$ cat src/sv/mfd_pkg.sv
`default_nettype none
// ----------------------------------------------------------------------------
// mfd_pkg
// Shared types and constants for the multi-format frame delineator.
// ----------------------------------------------------------------------------
package mfd_pkg;

  localparam int unsigned ByteW  = 8;
  localparam int unsigned IndexW = 17;
  localparam int unsigned KindW  = 3;
  localparam int unsigned PreW   = 3;

  localparam logic [IndexW-1:0] CountMax = {IndexW{1'b1}};

  // Special byte values
  localparam logic [ByteW-1:0] ByteFlag     = 8'h7E;
  localparam logic [ByteW-1:0] BytePreamble = 8'hA5;
  localparam logic [ByteW-1:0] ByteFifteen  = 8'h0A;
  localparam logic [3:0]       DualHighMask = 4'hF;

  // Frame positions and length offsets
  localparam logic [IndexW-1:0] IdxSecond   = 17'd1;
  localparam logic [IndexW-1:0] IdxLenByte  = 17'd4;
  localparam logic [IndexW-1:0] IdxAreaLast = 17'd7;
  localparam logic [IndexW-1:0] IdxDualHigh = 17'd11;
  localparam logic [IndexW-1:0] IdxDualLow  = 17'd12;
  localparam logic [IndexW-1:0] IdxBqLow    = 17'd12;
  localparam logic [IndexW-1:0] IdxBqHigh   = 17'd13;
  localparam logic [IndexW-1:0] LenFifteen  = 17'd15;
  localparam logic [IndexW-1:0] LenShortAdd = 17'd5;
  localparam logic [IndexW-1:0] LenHdrAdd   = 17'd17;

  // Preamble run limits
  localparam logic [PreW-1:0] PreRunFull = 3'd6;
  localparam logic [PreW-1:0] PreRunMin  = 3'd5;

  // Frame class codes
  localparam logic [KindW-1:0] KindStart   = 3'd0;
  localparam logic [KindW-1:0] KindLength  = 3'd1;
  localparam logic [KindW-1:0] KindFifteen = 3'd2;
  localparam logic [KindW-1:0] KindDual    = 3'd3;
  localparam logic [KindW-1:0] KindBq      = 3'd4;
  localparam logic [KindW-1:0] KindArea    = 3'd5;

  typedef enum logic [7:0] {
    MODE_IDLE    = 8'b0000_0001,
    MODE_START   = 8'b0000_0010,
    MODE_LEN     = 8'b0000_0100,
    MODE_FIFTEEN = 8'b0000_1000,
    MODE_PRE     = 8'b0001_0000,
    MODE_BQ      = 8'b0010_0000,
    MODE_AREA    = 8'b0100_0000,
    MODE_DUAL    = 8'b1000_0000
  } mode_t;

endpackage : mfd_pkg
`default_nettype wire

$ cat src/sv/multi_format_frame_delineator.sv
`default_nettype none
// ----------------------------------------------------------------------------
// multi_format_frame_delineator
// Sorts received serial bytes into 7E, length, fifteen-byte, 7E7E, BQ and
// area-code frames; each stored byte leaves tagged with index, class, last.
// ----------------------------------------------------------------------------
//
//  channel | signals                                          | dir
//  --------+--------------------------------------------------+-----
//  input   | in_valid, in_ready, rx_byte, abort_frame         | in
//  result  | out_valid, out_ready, frame_byte, byte_index,    | out
//          | frame_kind, last_byte                            |
//  config  | cfg_wr_en, cfg_wr_data (area code)               | in
//
//  One request per cycle while no result is stalled. A request is captured
//  in the input register, then its parser step (compares plus one
//  saturating counter add) runs combinationally into the result register,
//  whose valid flag is set when the step commits with a result.
//  Requests that produce no result (preamble, ignored bytes, abort) still
//  pass through the same slot. A stalled result only holds the input
//  register; a new request is taken in the cycle the result is drained.
//  Synchronous reset clears parser state, the area code and valid flags.
// ----------------------------------------------------------------------------
module multi_format_frame_delineator (
  input  wire logic                        clk,
  input  wire logic                        rst,
  // input channel
  input  wire logic                        in_valid,
  output      logic                        in_ready,
  input  wire logic [mfd_pkg::ByteW-1:0]   rx_byte,
  input  wire logic                        abort_frame,
  // result channel
  output      logic                        out_valid,
  input  wire logic                        out_ready,
  output      logic [mfd_pkg::ByteW-1:0]   frame_byte,
  output      logic [mfd_pkg::IndexW-1:0]  byte_index,
  output      logic [mfd_pkg::KindW-1:0]   frame_kind,
  output      logic                        last_byte,
  // configuration
  input  wire logic                        cfg_wr_en,
  input  wire logic [mfd_pkg::ByteW-1:0]   cfg_wr_data
);
  import mfd_pkg::*;

  // --------------------------------------------------------------------------
  // Input register
  // --------------------------------------------------------------------------
  logic             in_hold;     // input register occupied
  logic [ByteW-1:0] in_byte;
  logic             in_abort;
  logic             adv;         // parser step commits this cycle

  assign adv      = in_hold && (!out_valid || out_ready);
  assign in_ready = !in_hold || adv;

  always_ff @(posedge clk) begin
    if (rst) begin
      in_hold <= 1'b0;
    end else if (in_ready) begin
      in_hold <= in_valid;
    end
  end

  always_ff @(posedge clk) begin
    if (in_valid && in_ready) begin
      in_byte  <= rx_byte;
      in_abort <= abort_frame;
    end
  end

  // --------------------------------------------------------------------------
  // Area code register
  // --------------------------------------------------------------------------
  logic [ByteW-1:0] area_code;

  always_ff @(posedge clk) begin
    if (rst) begin
      area_code <= '0;
    end else if (cfg_wr_en) begin
      area_code <= cfg_wr_data;
    end
  end

  // --------------------------------------------------------------------------
  // Parser state
  // --------------------------------------------------------------------------
  mode_t             mode, mode_next;
  logic [PreW-1:0]   pre_count, pre_count_next;
  logic [IndexW-1:0] byte_count, byte_count_next;
  logic [IndexW-1:0] target_length, target_length_next;
  logic [ByteW-1:0]  header_low, header_low_next;
  logic [ByteW-1:0]  header_high, header_high_next;

  // Index handed out for this byte; a frame start counts from zero.
  logic              count_clear;
  logic [IndexW-1:0] idx_cur;
  logic [IndexW-1:0] idx_inc;    // saturating count after taking idx_cur

  assign count_clear = (mode == MODE_IDLE) || (mode == MODE_PRE);
  assign idx_cur     = count_clear ? '0 : byte_count;
  assign idx_inc     = (idx_cur == CountMax) ? idx_cur : idx_cur + 17'd1;

  // Result of this step
  logic              res_valid;
  logic [KindW-1:0]  res_kind;
  logic              res_last;

  always_comb begin
    mode_next          = mode;
    pre_count_next     = pre_count;
    byte_count_next    = byte_count;
    target_length_next = target_length;
    header_low_next    = header_low;
    header_high_next   = header_high;
    res_valid          = 1'b0;
    res_kind           = KindStart;
    res_last           = 1'b0;

    if (in_abort) begin
      mode_next = MODE_IDLE;
    end else begin
      unique case (mode)
        MODE_IDLE: begin
          // 7E wins over preamble, preamble over area code
          priority if (in_byte == ByteFlag) begin
            mode_next       = MODE_START;
            byte_count_next = idx_inc;
            res_valid       = 1'b1;
          end else if (in_byte == BytePreamble) begin
            mode_next      = MODE_PRE;
            pre_count_next = '0;
          end else if (in_byte == area_code) begin
            mode_next       = MODE_AREA;
            byte_count_next = idx_inc;
            res_valid       = 1'b1;
            res_kind        = KindArea;
          end else begin
            mode_next = MODE_IDLE;
          end
        end
        MODE_START: begin
          byte_count_next = idx_inc;
          res_valid       = 1'b1;
          priority if (in_byte == ByteFlag && idx_cur == IdxSecond) begin
            mode_next = MODE_DUAL;
            res_kind  = KindDual;
          end else if (idx_cur == IdxLenByte) begin
            if (in_byte == ByteFifteen) begin
              mode_next          = MODE_FIFTEEN;
              target_length_next = LenFifteen;
              res_kind           = KindFifteen;
            end else begin
              mode_next          = MODE_LEN;
              target_length_next = {9'd0, in_byte} + LenShortAdd;
              res_kind           = KindLength;
              // zero length byte ends the frame here
              res_last           = (idx_inc == ({9'd0, in_byte} + LenShortAdd));
            end
          end else begin
            res_kind = KindStart;
          end
        end
        MODE_LEN, MODE_FIFTEEN: begin
          byte_count_next = idx_inc;
          res_valid       = 1'b1;
          res_kind        = (mode == MODE_LEN) ? KindLength : KindFifteen;
          res_last        = (idx_inc == target_length);
        end
        MODE_DUAL: begin
          byte_count_next = idx_inc;
          res_valid       = 1'b1;
          res_kind        = KindDual;
          if (idx_cur == IdxDualHigh) begin
            header_high_next = in_byte;
          end
          if (idx_cur == IdxDualLow) begin
            header_low_next    = in_byte;
            target_length_next = {5'd0, header_high[3:0] & DualHighMask, in_byte}
                                 + LenHdrAdd;
          end
          res_last = (idx_cur >= IdxDualLow) && (idx_inc == target_length_next);
        end
        MODE_PRE: begin
          if (in_byte == BytePreamble) begin
            if (pre_count >= PreRunFull) begin
              mode_next       = MODE_BQ;
              byte_count_next = '0;
            end else begin
              pre_count_next = pre_count + 3'd1;
            end
          end else if (pre_count >= PreRunMin) begin
            // first header byte, stored as index 0
            mode_next       = MODE_BQ;
            byte_count_next = idx_inc;
            res_valid       = 1'b1;
            res_kind        = KindBq;
          end else begin
            mode_next = MODE_PRE;
          end
        end
        MODE_BQ: begin
          byte_count_next = idx_inc;
          res_valid       = 1'b1;
          res_kind        = KindBq;
          if (idx_cur == IdxBqLow) begin
            header_low_next = in_byte;
          end
          if (idx_cur == IdxBqHigh) begin
            header_high_next   = in_byte;
            target_length_next = {1'b0, in_byte, header_low} + LenHdrAdd;
          end
          res_last = (idx_cur >= IdxBqHigh) && (idx_inc == target_length_next);
        end
        MODE_AREA: begin
          byte_count_next = idx_inc;
          res_valid       = 1'b1;
          res_kind        = KindArea;
          res_last        = (idx_cur >= IdxAreaLast);
        end
        default: begin
          mode_next = MODE_IDLE;
        end
      endcase

      if (res_valid && res_last) begin
        mode_next = MODE_IDLE;
      end
    end
  end

  always_ff @(posedge clk) begin
    if (rst) begin
      mode          <= MODE_IDLE;
      pre_count     <= '0;
      byte_count    <= '0;
      target_length <= '0;
      header_low    <= '0;
      header_high   <= '0;
    end else if (adv) begin
      mode          <= mode_next;
      pre_count     <= pre_count_next;
      byte_count    <= byte_count_next;
      target_length <= target_length_next;
      header_low    <= header_low_next;
      header_high   <= header_high_next;
    end
  end

  // --------------------------------------------------------------------------
  // Result register
  // --------------------------------------------------------------------------
  always_ff @(posedge clk) begin
    if (rst) begin
      out_valid <= 1'b0;
    end else if (adv) begin
      out_valid <= res_valid && !in_abort;
    end else if (out_ready) begin
      out_valid <= 1'b0;
    end
  end

  always_ff @(posedge clk) begin
    if (adv) begin
      frame_byte <= in_byte;
      byte_index <= idx_cur;
      frame_kind <= res_kind;
      last_byte  <= res_last;
    end
  end

`ifndef SYNTH
  // Closing byte of a frame always returns the parser to idle.
  a_last_to_idle: assert property (@(posedge clk) disable iff (rst)
    (adv && !in_abort && res_valid && res_last) |=> (mode == MODE_IDLE))
    else $error("parser not idle after last byte");

  // Area frames close at index 7, fifteen-byte frames at index 14.
  a_area_len: assert property (@(posedge clk) disable iff (rst)
    (out_valid && last_byte && frame_kind == KindArea) |-> (byte_index == IdxAreaLast))
    else $error("area frame closed at wrong index");

  a_fifteen_len: assert property (@(posedge clk) disable iff (rst)
    (out_valid && last_byte && frame_kind == KindFifteen)
      |-> (byte_index == LenFifteen - 17'd1))
    else $error("fifteen-byte frame closed at wrong index");

  // Back pressure only while a request sits in the input register.
  a_ready_hold: assert property (@(posedge clk) disable iff (rst)
    !in_ready |-> (in_hold && out_valid && !out_ready))
    else $error("input stalled without a blocked result");
`endif

endmodule : multi_format_frame_delineator
`default_nettype wire

$ cat config.mk
export PLATFORM = sky130hd
export DESIGN_NAME = multi_format_frame_delineator
export DESIGN_NICKNAME = d
export VERILOG_FILES = /design/src/sv/mfd_pkg.sv /design/src/sv/multi_format_frame_delineator.sv
export SDC_FILE = /design/constraint.sdc
export NUM_CORES = 1
export LEC_CHECK = 0
export ABC_AREA = 1
export BUFFER_PORTS_ARGS = -buffer_cell sky130_fd_sc_hd__buf_2
export CAP_MARGIN = 5
export CORE_MARGIN = 10
export CORE_UTILIZATION = 30
export CTS_CLUSTER_DIAMETER = 100
export DETAILED_ROUTE_END_ITERATION = 10
export GPL_TIMING_DRIVEN = 0
export HOLD_SLACK_MARGIN = 0.03
export PLACE_DENSITY = 0.49
export SLEW_MARGIN = 20
export SYNTH_ARGS = -nofsm -noshare
export SYNTH_HDL_FRONTEND = slang
export SYNTH_SLANG_ARGS = --single-unit
$ cat constraint.sdc
create_clock -name clk -period 5 [get_ports clk]
set_input_delay 0.5 -clock clk [delete_from_list [all_inputs] [get_ports clk]]
set_output_delay 0.5 -clock clk [all_outputs]
set_load 0.05 [all_outputs]
==> flow_summary.ini <==
[clock_network]
cts.sinks = 105
clock_latency_ns = 0.37
cts-root-buf = clkbuf_16
htree_levels = 3
post_cts_buffers = 0
cts_tree = done
post_cts_resized = 0
hold_buffers = 0
clk_pin_slew_ns = 0.09
tritoncts.num_buffers = 9
cts_buffer_depth = 2

[yosys]
synthCells = 1192
synth_top_cell_area_share_pct = 17.2
synth.avg_cell_area_um2 = 6.59
synthFlopType = dfxtp_1
synth-simple-area-share_pct = 41.6
synth_compound_area_share_pct = 11.2
ys_top_cells_by_area = nand2_1 (17%), dfxtp_1 (17%), edfxtp_1 (15%)
synthTopCellsByCount = nand2_1 (359), inv_1 (136), nor2_1 (117), nand3_1 (104), dfxtp_1 (67)
yosysMostFrequentCell = nand2_1
synth-async-reset-ratio_pct = 0
yosys.cell_types.count = 48
ys_seq_elements = 105
synth_mux_area_share_pct = 0
ys_warn_count = 0
ys_seq_area_share_pct = 31.6
synth_xor_area_share_pct = 3.57
synth_adder_area_share_pct = 1.59
yosys.area.top_type = nand2_1
syn_area_um2 = 7860
syn_nets = 1224
synth_top_family_by_area = simple AND/OR/NAND/NOR gates
synth_edf_count = 38

[hold_path]
min_to = in_byte[2]
hold_class = input port to flop
hold_depth = 1
hold_start = rx_byte[2]

[timing]
finClkSkew_ns = 0.0139
drv_slew = 0
hold_viol = 0
slew_headroom_pct = 26.5
worstMarginPinSlew_ns = 1.09
fin_crit_sh_pct = 83.0
final.min_clock_period_ns = 4.15
rsz0062_at_grt = no
fmax_mhz = 241
finalSetupViolCount = 0
tns_ns = 0

[route]
wl_met2_mm = 13.4
avgViaCountPerCell = 5.15
detail_route.wl_per_cell_um = 18.4
top_layer_used = met5
drc = 0
drtIter0Drc = 779
first_pass_iters = 5
routed_wl_mm = 29.4
ant_nets = 0
vias = 8223
met1_length_mm = 13.7
wl_met3_mm = 1.72

[global_routing]
grt_pass1_vias = 7738
antenna_found_initial = 1
grt_max_degree = 31
gr-total-overflow = 0
grt_use_total_pct = 17.4
grt_pass1_wl_mm = 45.6

[setup_path]
slowest_stage = nor3_1
path_buf_inv = 2
critPathKind = flop to flop
r2r_end = byte_count[0]
rr_worst_depth = 11
max_stage_delay_ns = 0.90
crit_family = simple AND/OR/NAND/NOR gates
cp.required_ns = 5.30
worst-path-max-fanout = 10
end_kind = flop
crit-reg2reg-launch = in_byte[3]
cp-start-kind = flop
cp.arrival_ns = 4.45
rrSetupSlack_ns = 0.85
crit_chain = clkbuf_1 > nand2_1 > nor3_1 > nor2_1 > nand2_1 > nand4_1 > nor2_1 > inv_2 > a21oi_1 > nand3_1 > a21oi_1

[pwr]
power.switching_mw = 0.607
pwr-share-seq_pct = 47.4
p_leak_nw = 3.93
clockPowerShare_pct = 38.3
ir_drop_uv = 196
comb_power_share_pct = 14.3
intPower_mw = 1.34
sw_frac_of_total_pct = 31.1
p_per_area_nw_per_um2 = 219

[floorplan]
core_area_um2 = 25900
die_w_um = 182
dieArea_um2 = 33100
rows = 59
die_h_um = 182
io_pins = 53
start_util_pct = 30.3

[placed_design]
place_congestion = 0.941
dp_cells = 1581
hpwl_mm = 23.6
io_buffers = 52

[final_layout]
fillCellCount = 2866
seq_area_um2 = 2480
antenna_cells = 0
multi_input_area_um2 = 4580
stdcell_count = 1597
syn_to_final_growth_pct = 13.1
drive_gt1_share_pct = 13.0
nets = 1289

[run_status]
outcome = finished clean

[flow_run]
cap_violations = 0
layout make-up:
type	count	share of cell area [%]
Inverter	150	6.34
Tap cell	335	4.72
Clock inverter	7	0.901
Buffer	42	2.86
Multi-Input combinational cell	895	51.5
Clock buffer	9	2.53
Timing Repair Buffer	54	3.21
Sequential cell	105	27.9
sequential cells by signal (all words and copies together), names as in the netlist:
name           flops
byte_count        17
byte_index        17
target_length     17
area_code          8
frame_byte         8
header_low         8
in_byte            8
mode               8
header_high        4
frame_kind         3
pre_count          3
in_abort           1
in_hold            1
last_byte          1
out_valid          1
stage by stage:
step	instance area, um^2	hold slack [ns]	setup slack [ns]	power (mW)	utilization [%]
after detailed placement	8570	0.435	0.974	1.22	33.1
after CTS	8880	0.292	0.954	1.97	34.3
final	8880	0.302	0.850	1.95	34.3
after global routing	8880	0.293	0.611	2.03	34.3
after floorplan	7860	0.421	2.08	1.13	-
after global placement	8530	0.430	0.658	1.22	32.9
cells by family (layout without fill, tap and decap cells):
family	count (synthesis)	count (layout)
fa+ha+maj	10	10
xor+xnor	32	32
flops	105	105
compound gates	149	149
buf+inv	192	262
simple gates	704	704
worst max-delay path by stage:
stage                          start             to  slack [ns]  depth (start not counted)
after floorplan              mode[6]        mode[1]        2.08                         24
after global placement       mode[1]  byte_count[0]        0.66                         13
after detailed placement  in_byte[3]  byte_count[0]        0.97                         11
after CTS                 in_byte[3]  byte_count[0]        0.95                         11
after global routing      in_byte[3]  byte_count[0]        0.61                         11
final                     in_byte[3]  byte_count[0]        0.85                         11
worst reg2reg max path, cell delays in order, from the launching register on:
cell and delay (ns):
edfxtp_1 0.35, clkbuf_1 0.48, nand2_1 0.33, nor3_1 0.90, nor2_1 0.13, nand2_1 0.11, nand4_1 0.09, nor2_1 0.53
inv_2 0.25, a21oi_1 0.60, nand3_1 0.16, a21oi_1 0.16
routing by layer:
metal,GRT usage (%),vias up
met5,0,-
met4,4.49,2
met3,2.72,45
met2,28.4,300
met1,23.3,3833
li1,-,4043
power groups by stage:
stage	logic, mW	registers (mW)	clock network [mW]
global route	0.303	0.927	0.801
global placement	0.275	0.944	0
finish	0.279	0.924	0.747
CTS	0.277	0.924	0.772
floorplan	0.157	0.977	0
detailed placement	0.277	0.944	0
cell usage in the layout (no fill, tap or decap), types with 6 or more instances in the layout:
cell / Yosys / final
a21oi_1: 45 / 45
a31oi_1: 8 / 8
a41oi_1: 7 / 7
buf_2: 13 / 67
clkbuf_1: 18 / 18
clkbuf_16: 0 / 9
dfxtp_1: 67 / 67
edfxtp_1: 38 / 38
ha_1: 10 / 10
inv_1: 136 / 136
inv_2: 12 / 12
nand2_1: 359 / 359
nand2_2: 8 / 8
nand2_4: 7 / 7
nand3_1: 104 / 104
nand3_2: 8 / 8
nand3_4: 9 / 9
nand4_1: 42 / 42
nor2_1: 117 / 117
nor2_2: 10 / 10
nor3_1: 18 / 18
nor4_1: 11 / 8
o21ai_0: 60 / 60
o21ai_1: 6 / 6
xnor2_1: 8 / 8
xor2_1: 24 / 24
Power figures use the tool's default switching activity.
